**config.mk**
```make
export PLATFORM = sky130hd
export DESIGN_NAME = byte_register_vm_execute_unit
export DESIGN_NICKNAME = d
export VERILOG_FILES = /design/src/hdl/bvm_pkg.sv /design/src/hdl/bvm_regfile.sv /design/src/hdl/bvm_alu.sv /design/src/hdl/byte_register_vm_execute_unit.sv
export VERILOG_INCLUDE_DIRS = /design/src /design/src/hdl
export SDC_FILE = /design/constraint.sdc
export NUM_CORES = 2
export LEC_CHECK = 0
export BUFFER_PORTS_ARGS = -buffer_cell sky130_fd_sc_hd__buf_4
export CAP_MARGIN = 5
export CORE_ASPECT_RATIO = 0.75
export CORE_MARGIN = 5
export CORE_UTILIZATION = 55
export CTS_BUF_LIST = sky130_fd_sc_hd__clkbuf_8 sky130_fd_sc_hd__clkbuf_16
export DETAILED_ROUTE_END_ITERATION = 16
export HOLD_SLACK_MARGIN = 0.05
export PLACE_DENSITY_LB_ADDON = 0.08
export SYNTH_ARGS = -nofsm -noshare
export SYNTH_HDL_FRONTEND = slang
export SYNTH_HIERARCHICAL = 1
export SYNTH_SLANG_ARGS = --single-unit
```
**constraint.sdc**
```tcl
create_clock -name i_clk -period 16.5 [get_ports i_clk]
set_input_delay 3.3 -clock i_clk [delete_from_list [all_inputs] [get_ports i_clk]]
set_output_delay 3.3 -clock i_clk [all_outputs]
set_load 0.02 [all_outputs]
```
**src/hdl/assert_macros.svh**
```systemverilog
`ifndef ASSERT_MACROS_SVH
`define ASSERT_MACROS_SVH

// Clocked property, disabled while reset is asserted.
`define BVM_ASSERT(lbl, prop, msg) \
    lbl: assert property (@(posedge i_clk) disable iff (!i_rst_n) (prop)) else $error(msg);

// Condition that must hold at every clock edge out of reset.
`define BVM_ASSERT_ALWAYS(lbl, expr, msg) \
    `BVM_ASSERT(lbl, 1'b1 |-> (expr), msg)

`endif

```
**src/hdl/bvm_pkg.sv**
```systemverilog
package bvm_pkg;

    localparam int unsigned REG_ADDR_W = 8;
    localparam logic [REG_ADDR_W-1:0] REG_LAST = 8'hFF;
    localparam logic [REG_ADDR_W-1:0] REG_CMP  = 8'd0;
    localparam logic [REG_ADDR_W-1:0] REG_ARG  = 8'd1;
    localparam logic [7:0] JNZ_VALUE = 8'd2;

    localparam logic [3:0] OP_MOVE  = 4'd1;
    localparam logic [3:0] OP_LDI   = 4'd2;
    localparam logic [3:0] OP_PRINT = 4'd4;
    localparam logic [3:0] OP_ADD   = 4'd6;
    localparam logic [3:0] OP_SUB   = 4'd7;
    localparam logic [3:0] OP_MUL   = 4'd8;
    localparam logic [3:0] OP_DIV   = 4'd9;
    localparam logic [3:0] OP_JMP   = 4'd10;
    localparam logic [3:0] OP_CMP   = 4'd11;
    localparam logic [3:0] OP_JE    = 4'd12;
    localparam logic [3:0] OP_JNE   = 4'd13;
    localparam logic [3:0] OP_JNZ   = 4'd14;
    localparam logic [3:0] OP_DRAW  = 4'd15;

    localparam logic [2:0] EV_NONE  = 3'd0;
    localparam logic [2:0] EV_CLEAR = 3'd1;
    localparam logic [2:0] EV_HOME  = 3'd2;
    localparam logic [2:0] EV_PRINT = 3'd3;
    localparam logic [2:0] EV_PIXEL = 3'd4;

    localparam logic [1:0] ERR_NONE      = 2'd0;
    localparam logic [1:0] ERR_DIV_ZERO  = 2'd1;
    localparam logic [1:0] ERR_BAD_INDEX = 2'd2;

    typedef struct packed {
        logic [3:0] kind;
        logic [9:0] first_operand;
        logic [7:0] second_operand;
    } t_in;

    typedef struct packed {
        logic              branch_taken;
        logic [9:0]        branch_target;
        logic [1:0]        words_used;
        logic [2:0]        display_event;
        logic signed [7:0] event_x;
        logic signed [7:0] event_y;
        logic signed [7:0] event_color;
        logic [1:0]        error_code;
    } t_out;

    typedef enum logic [2:0] {
        ALU_ADD,
        ALU_SUB,
        ALU_MUL,
        ALU_DIV,
        ALU_CMP
    } t_alu_op;

    typedef struct packed {
        logic              start;
        t_alu_op           op;
        logic signed [7:0] x;
        logic signed [7:0] y;
    } t_alu_req;

    typedef struct packed {
        logic              done;
        logic              div_zero;
        logic signed [7:0] result;
    } t_alu_rsp;

    typedef struct packed {
        logic [REG_ADDR_W-1:0] rd_addr;
        logic                  wr_en;
        logic [REG_ADDR_W-1:0] wr_addr;
        logic [7:0]            wr_data;
    } t_rf_req;

endpackage

```
**src/hdl/bvm_regfile.sv**
```systemverilog
module bvm_regfile (
    input  logic             i_clk,
    input  logic             i_rst_n,
    input  bvm_pkg::t_rf_req i_req,
    output logic [7:0]       o_rd_data
);

    localparam int unsigned DEPTH = 2 ** bvm_pkg::REG_ADDR_W;

    logic [7:0] r_mem [DEPTH];
    logic [DEPTH-1:0] r_valid;
    logic [7:0] r_rd_data;

    always_ff @(posedge i_clk) begin
        if (i_req.wr_en) begin
            r_mem[i_req.wr_addr] <= i_req.wr_data;
        end
        r_rd_data <= r_valid[i_req.rd_addr] ? r_mem[i_req.rd_addr] : 8'd0;
    end

    always_ff @(posedge i_clk) begin
        if (!i_rst_n) begin
            r_valid <= '0;
        end else if (i_req.wr_en) begin
            r_valid[i_req.wr_addr] <= 1'b1;
        end
    end

    assign o_rd_data = r_rd_data;

endmodule

```
**src/hdl/bvm_alu.sv**
```systemverilog
`include "assert_macros.svh"

module bvm_alu (
    input  logic              i_clk,
    input  logic              i_rst_n,
    input  bvm_pkg::t_alu_req i_req,
    output bvm_pkg::t_alu_rsp o_rsp
);

    typedef enum logic {
        S_IDLE,
        S_DIV
    } t_state;

    t_state            r_state;
    logic [2:0]        r_cnt;
    logic [7:0]        r_rem;
    logic [7:0]        r_quo;
    logic [7:0]        r_div;
    logic              r_neg;
    logic              r_done;
    logic              r_dz;
    logic signed [7:0] r_result;

    logic signed [15:0] prod;
    logic signed [7:0]  quick;
    logic [7:0]         mag_x;
    logic [7:0]         mag_y;
    logic [8:0]         rem_sh;
    logic [9:0]         diff;
    logic               fits;
    logic [7:0]         n_rem;
    logic [7:0]         n_quo;

    always_comb begin
        prod = i_req.x * i_req.y;
        unique case (i_req.op)
            bvm_pkg::ALU_ADD: quick = i_req.x + i_req.y;
            bvm_pkg::ALU_SUB: quick = i_req.x - i_req.y;
            bvm_pkg::ALU_MUL: quick = prod[7:0];
            bvm_pkg::ALU_CMP: begin
                if (i_req.x == i_req.y) begin
                    quick = 8'sd0;
                end else if (i_req.x < i_req.y) begin
                    quick = -8'sd1;
                end else begin
                    quick = 8'sd1;
                end
            end
            default: quick = 8'sd0;
        endcase
        mag_x = i_req.x[7] ? 8'(-i_req.x) : 8'(i_req.x);
        mag_y = i_req.y[7] ? 8'(-i_req.y) : 8'(i_req.y);
        rem_sh = {r_rem, r_quo[7]};
        diff = {1'b0, rem_sh} - {2'b00, r_div};
        fits = !diff[9];
        n_rem = fits ? diff[7:0] : rem_sh[7:0];
        n_quo = {r_quo[6:0], fits};
    end

    always_ff @(posedge i_clk) begin
        if (!i_rst_n) begin
            r_state <= S_IDLE;
            r_done  <= 1'b0;
            r_dz    <= 1'b0;
        end else begin
            unique case (r_state)
                S_IDLE: begin
                    if (i_req.start) begin
                        if (i_req.op != bvm_pkg::ALU_DIV) begin
                            r_result <= quick;
                            r_dz     <= 1'b0;
                            r_done   <= 1'b1;
                        end else if (i_req.y == 8'sd0) begin
                            r_dz   <= 1'b1;
                            r_done <= 1'b1;
                        end else begin
                            r_dz    <= 1'b0;
                            r_done  <= 1'b0;
                            r_rem   <= 8'd0;
                            r_quo   <= mag_x;
                            r_div   <= mag_y;
                            r_neg   <= i_req.x[7] ^ i_req.y[7];
                            r_cnt   <= 3'd0;
                            r_state <= S_DIV;
                        end
                    end else begin
                        r_done <= 1'b0;
                    end
                end
                S_DIV: begin
                    r_rem  <= n_rem;
                    r_quo  <= n_quo;
                    r_cnt  <= r_cnt + 3'd1;
                    r_done <= (r_cnt == 3'd7);
                    if (r_cnt == 3'd7) begin
                        r_result <= r_neg ? 8'(-n_quo) : 8'(n_quo);
                        r_state  <= S_IDLE;
                    end
                end
                default: begin
                    r_done  <= 1'b0;
                    r_state <= S_IDLE;
                end
            endcase
        end
    end

    assign o_rsp.done     = r_done;
    assign o_rsp.div_zero = r_dz;
    assign o_rsp.result   = r_result;

    `BVM_ASSERT(a_no_start_busy, (r_state == S_DIV) |-> !i_req.start, "start while dividing")
    `BVM_ASSERT(a_done_pulse, r_done |=> !r_done, "done held longer than one cycle")
    `BVM_ASSERT(a_dz_div_only, (r_done && r_dz) |-> (r_state == S_IDLE), "divide-by-zero while busy")

endmodule

```
**src/hdl/byte_register_vm_execute_unit.sv**
```systemverilog
// Executes one decoded instruction per input beat against 256 signed byte registers,
// all zero after reset, and returns one result beat per instruction. The unit takes
// a new instruction only when the previous one has finished; an output register
// holds a finished result so the next instruction can start while it waits. The
// register file has a single read port, so each operand is read in turn through a
// read and a capture state; an instruction with a register index above 255 goes
// straight to the done state, and divide runs through an 8-step restoring divider
// in the same unit as add, subtract, multiply and compare. A result that still
// waits in the output register holds the unit in its done state until that beat
// is taken.
`include "assert_macros.svh"

module byte_register_vm_execute_unit (
    input  logic          i_clk,
    input  logic          i_rst_n,
    input  logic          i_valid,
    output logic          o_ready,
    input  bvm_pkg::t_in  i_data,
    output logic          o_valid,
    input  logic          i_ready,
    output bvm_pkg::t_out o_data
);

    typedef enum logic [2:0] {
        S_IDLE,
        S_READ,
        S_CAPT,
        S_EXEC,
        S_ALU,
        S_DONE
    } t_state;

    t_state        r_state;
    logic [3:0]    r_op;
    logic [9:0]    r_a;
    logic [7:0]    r_b;
    logic [1:0]    r_idx;
    logic [2:0]    r_nrd;
    logic [7:0]    r_opnd [4];
    logic [1:0]    r_err;
    logic          r_out_valid;
    bvm_pkg::t_out r_out;

    bvm_pkg::t_out     n_out;
    bvm_pkg::t_rf_req  rf_req;
    logic [7:0]        rf_rd_data;
    bvm_pkg::t_alu_req alu_req;
    bvm_pkg::t_alu_rsp alu_rsp;
    logic              in_bad;

    function automatic logic is_arith(input logic [3:0] op);
        return op == bvm_pkg::OP_ADD || op == bvm_pkg::OP_SUB ||
               op == bvm_pkg::OP_MUL || op == bvm_pkg::OP_DIV;
    endfunction

    function automatic logic uses_index(input logic [3:0] op);
        return is_arith(op) || op == bvm_pkg::OP_MOVE || op == bvm_pkg::OP_LDI ||
               op == bvm_pkg::OP_CMP;
    endfunction

    function automatic logic [2:0] read_count(input logic [3:0] op);
        logic [2:0] n;
        n = 3'd0;
        if (is_arith(op) || op == bvm_pkg::OP_CMP) begin
            n = 3'd2;
        end else if (op == bvm_pkg::OP_DRAW) begin
            n = 3'd4;
        end else if (op == bvm_pkg::OP_MOVE || op == bvm_pkg::OP_PRINT ||
                     op == bvm_pkg::OP_JE || op == bvm_pkg::OP_JNE ||
                     op == bvm_pkg::OP_JNZ) begin
            n = 3'd1;
        end
        return n;
    endfunction

    bvm_regfile u_regfile (
        .i_clk     (i_clk),
        .i_rst_n   (i_rst_n),
        .i_req     (rf_req),
        .o_rd_data (rf_rd_data)
    );

    bvm_alu u_alu (
        .i_clk   (i_clk),
        .i_rst_n (i_rst_n),
        .i_req   (alu_req),
        .o_rsp   (alu_rsp)
    );

    assign in_bad = uses_index(i_data.kind) &&
                    (i_data.first_operand > {2'b00, bvm_pkg::REG_LAST});

    always_comb begin
        unique case (r_op)
            bvm_pkg::OP_MOVE: rf_req.rd_addr = r_a[7:0];
            bvm_pkg::OP_ADD, bvm_pkg::OP_SUB, bvm_pkg::OP_MUL, bvm_pkg::OP_DIV: begin
                rf_req.rd_addr = (r_idx == 2'd0) ? r_a[7:0] : r_b;
            end
            bvm_pkg::OP_CMP: rf_req.rd_addr = (r_idx == 2'd0) ? bvm_pkg::REG_ARG : r_a[7:0];
            bvm_pkg::OP_DRAW: rf_req.rd_addr = {6'd0, r_idx};
            default: rf_req.rd_addr = bvm_pkg::REG_CMP;
        endcase

        rf_req.wr_en   = 1'b0;
        rf_req.wr_addr = r_a[7:0];
        rf_req.wr_data = r_opnd[0];
        if (r_state == S_EXEC && r_op == bvm_pkg::OP_MOVE) begin
            rf_req.wr_en   = 1'b1;
            rf_req.wr_addr = r_b;
        end else if (r_state == S_EXEC && r_op == bvm_pkg::OP_LDI) begin
            rf_req.wr_en   = 1'b1;
            rf_req.wr_data = r_b;
        end else if (r_state == S_ALU && alu_rsp.done && !alu_rsp.div_zero) begin
            rf_req.wr_en   = 1'b1;
            rf_req.wr_addr = (r_op == bvm_pkg::OP_CMP) ? bvm_pkg::REG_CMP : r_a[7:0];
            rf_req.wr_data = alu_rsp.result;
        end

        alu_req.start = (r_state == S_EXEC) && (is_arith(r_op) || r_op == bvm_pkg::OP_CMP);
        alu_req.x     = r_opnd[0];
        alu_req.y     = r_opnd[1];
        unique case (r_op)
            bvm_pkg::OP_SUB: alu_req.op = bvm_pkg::ALU_SUB;
            bvm_pkg::OP_MUL: alu_req.op = bvm_pkg::ALU_MUL;
            bvm_pkg::OP_DIV: alu_req.op = bvm_pkg::ALU_DIV;
            bvm_pkg::OP_CMP: alu_req.op = bvm_pkg::ALU_CMP;
            default:         alu_req.op = bvm_pkg::ALU_ADD;
        endcase
    end

    always_comb begin
        n_out = '0;
        n_out.error_code = r_err;
        if (is_arith(r_op) || r_op == bvm_pkg::OP_MOVE || r_op == bvm_pkg::OP_LDI) begin
            n_out.words_used = 2'd3;
        end else if (r_op == bvm_pkg::OP_JMP || r_op == bvm_pkg::OP_CMP ||
                     r_op == bvm_pkg::OP_JE || r_op == bvm_pkg::OP_JNE ||
                     r_op == bvm_pkg::OP_JNZ) begin
            n_out.words_used = 2'd2;
        end else begin
            n_out.words_used = 2'd1;
        end
        unique case (r_op)
            bvm_pkg::OP_JMP: n_out.branch_taken = 1'b1;
            bvm_pkg::OP_JE:  n_out.branch_taken = (r_opnd[0] == 8'd0);
            bvm_pkg::OP_JNE: n_out.branch_taken = (r_opnd[0] != 8'd0);
            bvm_pkg::OP_JNZ: n_out.branch_taken = (r_opnd[0] == bvm_pkg::JNZ_VALUE);
            default:         n_out.branch_taken = 1'b0;
        endcase
        n_out.branch_target = n_out.branch_taken ? r_a : 10'd0;
        if (r_op == bvm_pkg::OP_PRINT) begin
            if (r_opnd[0] == 8'd0) begin
                n_out.display_event = bvm_pkg::EV_HOME;
            end else begin
                n_out.display_event = bvm_pkg::EV_PRINT;
                n_out.event_x       = r_opnd[0];
            end
        end else if (r_op == bvm_pkg::OP_DRAW) begin
            if (r_opnd[0] == 8'd0) begin
                n_out.display_event = bvm_pkg::EV_CLEAR;
            end else if (r_opnd[0] == 8'd1) begin
                n_out.display_event = bvm_pkg::EV_PIXEL;
                n_out.event_x       = r_opnd[1];
                n_out.event_y       = r_opnd[2];
                n_out.event_color   = r_opnd[3];
            end else begin
                n_out.display_event = bvm_pkg::EV_NONE;
            end
        end
    end

    always_ff @(posedge i_clk) begin
        if (!i_rst_n) begin
            r_state     <= S_IDLE;
            r_out_valid <= 1'b0;
        end else begin
            if (r_state == S_DONE && (!r_out_valid || i_ready)) begin
                r_out_valid <= 1'b1;
            end else if (r_out_valid && i_ready) begin
                r_out_valid <= 1'b0;
            end
            unique case (r_state)
                S_IDLE: begin
                    if (i_valid) begin
                        r_op  <= i_data.kind;
                        r_a   <= i_data.first_operand;
                        r_b   <= i_data.second_operand;
                        r_idx <= 2'd0;
                        r_nrd <= read_count(i_data.kind);
                        r_err <= in_bad ? bvm_pkg::ERR_BAD_INDEX : bvm_pkg::ERR_NONE;
                        if (in_bad) begin
                            r_state <= S_DONE;
                        end else if (read_count(i_data.kind) == 3'd0) begin
                            r_state <= S_EXEC;
                        end else begin
                            r_state <= S_READ;
                        end
                    end
                end
                S_READ: r_state <= S_CAPT;
                S_CAPT: begin
                    r_opnd[r_idx] <= rf_rd_data;
                    r_idx         <= r_idx + 2'd1;
                    r_state       <= ({1'b0, r_idx} == r_nrd - 3'd1) ? S_EXEC : S_READ;
                end
                S_EXEC: r_state <= alu_req.start ? S_ALU : S_DONE;
                S_ALU: begin
                    if (alu_rsp.done) begin
                        if (alu_rsp.div_zero) begin
                            r_err <= bvm_pkg::ERR_DIV_ZERO;
                        end
                        r_state <= S_DONE;
                    end
                end
                S_DONE: begin
                    if (!r_out_valid || i_ready) begin
                        r_out   <= n_out;
                        r_state <= S_IDLE;
                    end
                end
                default: r_state <= S_IDLE;
            endcase
        end
    end

    assign o_ready = (r_state == S_IDLE);
    assign o_valid = r_out_valid;
    assign o_data  = r_out;

    `BVM_ASSERT_ALWAYS(a_no_write_idle, !(rf_req.wr_en && r_state == S_IDLE), "write while idle")
    `BVM_ASSERT_ALWAYS(a_no_write_bad, !(rf_req.wr_en && r_err == bvm_pkg::ERR_BAD_INDEX), "write after bad index")
    `BVM_ASSERT(a_alu_done_state, alu_rsp.done |-> (r_state == S_ALU), "alu result outside wait state")
    `BVM_ASSERT(a_done_to_idle, (r_state == S_DONE && !r_out_valid) |=> (r_state == S_IDLE && o_valid), "result not loaded")

endmodule
```
### Word-level counts from Yosys, hierarchy flattened

Memories as Yosys holds them, arrays and structs flattened. A register that Yosys moved wholly into a read port is not among the register bits.
Cells that the tools add are included.

* register bits: 370
* memory bits (writable): 2080
* input bits: 26
* logic and storage cells: 242
* memories: 2

* $add $sub $neg: 9
* multipliers: 1
* $lt $le $gt $ge: 5
* eq/ne operators: 48
* mux-type cells: 87
* bitwise logic cells: 7
* reduce and logical (&&, ||, !) cells: 56

Memory list
* u_regfile.r_mem: words 256, width 8, read ports 1, clocked after memory_dff 1, wr ports 1, RTL line bvm_regfile.sv:10 `logic [7:0] r_mem [DEPTH];`
* r_opnd: words 4, width 8, read ports 4, clocked after memory_dff 0, wr ports 1, RTL line byte_register_vm_execute_unit.sv:39 `logic [7:0] r_opnd [4];`

Operators with widths (count)
* bitwise OR 256 bit: 1
* two-way mux 8 bit: 21
* case mux 8 bit (4 select lines): 2
* equality test 4 bit (second input constant): 15
* two-way mux 24 bit: 2
* case mux 8 bit (2 select lines): 3
* two-way mux 3 bit: 15
* two-way mux 27 bit: 1
* equality test 4 x 3 -> 1 bit (second input constant): 6
* negator 8 bit: 3
* logical OR 1 bit: 22
* two-way mux 1 bit: 21
* < comparator 8 x 9 -> 1 bit (second input constant): 2
* case mux 3 bit (6 select lines): 1
* two-way mux 17 bit: 1
* logical NOT 8 bit: 2
* two-way mux 2 bit: 8
* equality test 3 bit (second input constant): 4
* case mux 3 bit (4 select lines): 1
* AND reduction 3 bit: 4
* two-way mux 11 bit: 1
* greater-than comparator 10 x 8 -> 1 bit (second input constant): 1
* != test 2 bit (second input constant): 5
* AND reduction 5 bit: 2
* 38 further kinds: 69

### Depth between registers and ports, before layout

* word-level depth: 17
* mapped depth: 20
* gate-level depth less buffers: 17

### Cells and area by module

Netlist, hierarchy kept.

By module, submodules not included
* bvm_regfile: times used 1, cells an instance 4802, area an instance 89972.5 sq um
* byte_register_vm_execute_unit: times used 1, cells an instance 322, area an instance 4624.4 sq um
* bvm_alu: times used 1, cells an instance 449, area an instance 4038.9 sq um

### Worst setup path before layout

No wires, ideal clock.

* path kind: reg-to-reg
* start point: register r_state[2] (netlist name)
* end point: memory u_regfile.r_mem[0][0], data pin
* setup time: 1.455 ns
* arrival time: 7.633 ns
* data required time: 15.045 ns
* setup slack: 7.412 ns
* stages on the path, launching flop included: 7
* clock period less this slack: 9.088 ns
* cell sequence: dfxtp_1 > buf_6 > nand3b_4 > or4_4 > buf_6 > nor2b_4 > o21ai_1

RTL lines (RTL line)
* end, declared: bvm_regfile.sv:10

==> results.yml <==
timing:
  period_minus_slack_ns: 7.86
  worst_clock_skew_ns: 0.0300
  finalSetupViolCount: 0
  report.final.slew_viol_count: 0
  relSlewSlack_pct: 7.69
  max_freq_ghz: 0.127
  grt_setup_unrepaired: "no"
  period_share_pct: 47.6
  setup_tns_ns: 0
  hold_viol: 0
  final.setup.worst_slack_ns: 8.64
  worst_slew_pin_slew_ns: 1.38
cells_and_area:
  fill_cells: 12900
  drive_above_1_share_pct: 16.2
  post-route-util_pct: 61.0
  fin_nets: 5754
  fin_area_um2: 109000
  area_delta_synth_final_pct: 10.1
worst_setup_path:
  r2r-start: "r_op[2]"
  worstPathRequired_ns: 17.21
  crit_type: "reg2reg"
  crit_chain: "nand2b_1, nor2_1, a21oi_1, nor2_1, a221o_4, buf_4, buf_4, buf_4, mux4_1, a22oi_1, a21oi_1, nor3_1, a211oi_1, o211ai_2, a21oi_1"
  crit_family: "buffers and inverters"
  rrSetupSlack_ns: 8.64
  r2r_cells: 15
  startpoint_type: "register"
  worst_setup_path_end_kind: "register"
  r2r-end: "u_regfile/o_rd_data[4]"
  cp_slowest_stage_delay_ns: 0.89
  crit_path_max_fanout: 53
  crit_slowest_cell: "buf_4"
  arrival_ns: 8.56
  cp_num_buf_inv: 3
cts:
  htreeDepth: 4
  numCtsBuffers: 226
  clock_path_buffers: 3
  cts_tree: "done"
  clk_pin_slew_ns: 0.06
  cts-root-buf: "clkbuf_16"
  clock-sinks: 2458
  cts_setup_buffers: 0
  clk_latency_ns: 0.87
  cts_resized: 0
  cts-hold-fix-buffers: 0
synth:
  yosysUniqueCellTypes: 99
  ys_seq_area_share_pct: 72.1
  synth_edf_count: 2187
  ys_warn_count: 6
  ys_ff_latch: 2458
  synth_cells: 5573
  syn_nets: 5666
  syn-cell-area_um2: 98600
  postSynth.asyncResetShare_pct: 0
  synth.avg_cell_area_um2: 17.7
  synth_ff_type: "edfxtp_1"
global_routing:
  grt_max_degree: 225
  grt-ovfl-total: 0
  track_usage_pct: 27.9
  grt_first_pass_wirelength_um: 379000
  grt_pass1_vias: 51700
  antenna_found_initial: 19
routing:
  viasPerCell: 6.59
  drc: 0
  wl_per_cell_um: 32.1
  vias: 54400
  first_pass_iters: 8
  first_iter_violations: 7071
  drt-total-wl_um: 265000
  ant_nets: 0
floorplan:
  die_w_um: 499
  dieHeight_um: 377
  initial_utilization_pct: 55.4
  core_area_um2: 178000
  rows: 134
  ios: 70
  dieArea_um2: 188000
placed_design:
  portBuffers: 69
  postPlaceCellArea_um2: 101000
  place.gp.congestion: 0.915
  dp_hpwl_um: 164000
  pre_cts_slack_ns: 8.58
min_path:
  min-delay-start: "r_err[1]"
  hp-class: "reg2reg"
  worstHoldEndpoint: "o_data[1]"
  hold_depth: 0
power_and_ir_drop:
  p_per_area_nw_per_um2: 120
  vdd_ir_drop_max_mv: 0.0912
  p_leak_uw: 0.0348
status:
  status: "finished clean"
run:
  drv_cap: 0
## how the worst max path moves through the flow
stage               slack, ns        from  cells after the start                      to
global route             7.98     r_op[2]                     15  u_regfile/o_rd_data[5]
floorplan                7.41  r_state[2]                      6   u_regfile/r_mem[0][0]
finish                   8.64     r_op[2]                     15  u_regfile/o_rd_data[4]
CTS                      8.60     r_op[2]                     15  u_regfile/o_rd_data[4]
global placement         8.78     r_op[2]                     15  u_regfile/o_rd_data[1]
detailed placement       8.58     r_op[2]                     15  u_regfile/o_rd_data[4]
## metrics by stage
step / hold slack, ns / std cells / total power (uW)
2_1_floorplan: 0.400 / 5573 / 7610
3_3_place_gp: 0.411 / 7812 / 7920
3_5_place_dp: 0.405 / 7813 / 7930
4_1_cts: 0.419 / 8245 / 13100
5_1_grt: 0.433 / 8246 / 13400
6_report: 0.419 / 8249 / 13000
## logic make-up (layout without fill, tap and decap cells)
group / Yosys count / in the layout / share of synthesized area (%)
AOI/OAI and AO/OA: 966 / 966 / 7.08
other: 0 / 4 / 0
xor gates and xnor gates: 44 / 44 / 0.398
muxes: 832 / 832 / 13.2
DFF: 2458 / 2458 / 72.1
buffers and inverters: 419 / 711 / 2.56
adders and majority gates: 67 / 67 / 0.964
and+or+nand+nor: 787 / 787 / 3.73
## state kept, by name, indices dropped and copies added (netlist names), 2 cells and up
signal	flops
r_err	2
u_alu/r_rem	8
r_op	4
r_nrd	3
u_regfile/r_mem	2048
u_alu/r_quo	8
r_state	3
u_regfile/r_valid	256
r_b	8
u_alu/r_cnt	3
r_a	10
u_regfile/o_rd_data	8
o_data	42
u_alu/r_div	8
u_alu/r_result	8
r_opnd	32
r_idx	2
## routing by layer
layer,GRT usage [%],share of wire [%],wire length [um],up-vias
li1,-,-,-,22700
met1,43.6,43,114000,28400
met2,38.8,43,113000,2941
met3,8.09,12,31600,366
met4,6.51,2.1,5680,12
met5,0,0.028,73,-
## Yosys cell counts (all sizes together), types with 12 or more instances
cell | n | area (um2)
or4 | 15 | 116
a22oi | 23 | 173
o221ai | 198 | 1730
mux4 | 367 | 8340
ha | 52 | 651
fa | 15 | 300
buf | 189 | 1620
xnor2 | 31 | 279
mux2i | 456 | 4560
xor2 | 13 | 114
dfxtp | 271 | 5430
inv | 70 | 263
o211ai | 12 | 95.1
nand3 | 47 | 235
nand4 | 23 | 144
nand2 | 149 | 562
nand2b | 14 | 87.6
a211oi | 23 | 173
nor2b | 27 | 176
clkbuf | 157 | 629
edfxtp | 2187 | 65700
nor2 | 325 | 1220
o21a | 259 | 1940
a22o | 25 | 219
o21bai | 12 | 90.1
and2 | 58 | 363
o22ai | 97 | 619
a21oi | 151 | 763
nor3 | 90 | 450
o21ai | 89 | 457
## placed cells by master (no fill, tap or decap), types with 88 or more instances in the layout
cell,instances
mux4_2,348
o21a_1,259
o22ai_1,95
mux2i_1,456
nand2_1,147
inv_1,138
o221ai_1,198
a21oi_1,149
dfxtp_1,271
edfxtp_1,2187
clkbuf_16,229
buf_4,201
nor2_1,324
nor3_1,88
## report_power, final
group | switching (uW) | internal (uW) | leakage (uW) | total, uW
Combinational | 678 | 377 | 0.00900 | 1050
Sequential | 32.6 | 6720 | 0.0219 | 6750
Clock | 2270 | 2910 | 0.00394 | 5180
## cell type report
class | instances | area (um2) | share of cell area, %
antenna | 4 | 10.0 | 0.00922
clock buffer | 261 | 6170 | 5.68
clock inverter | 171 | 1240 | 1.14
inverter | 73 | 279 | 0.257
multi-input combinational | 2696 | 25200 | 23.2
sequential | 2458 | 71100 | 65.5
tap | 2380 | 2980 | 2.74
timing repair buffer | 206 | 1600 | 1.48
(Power assumes the default switching activity.)
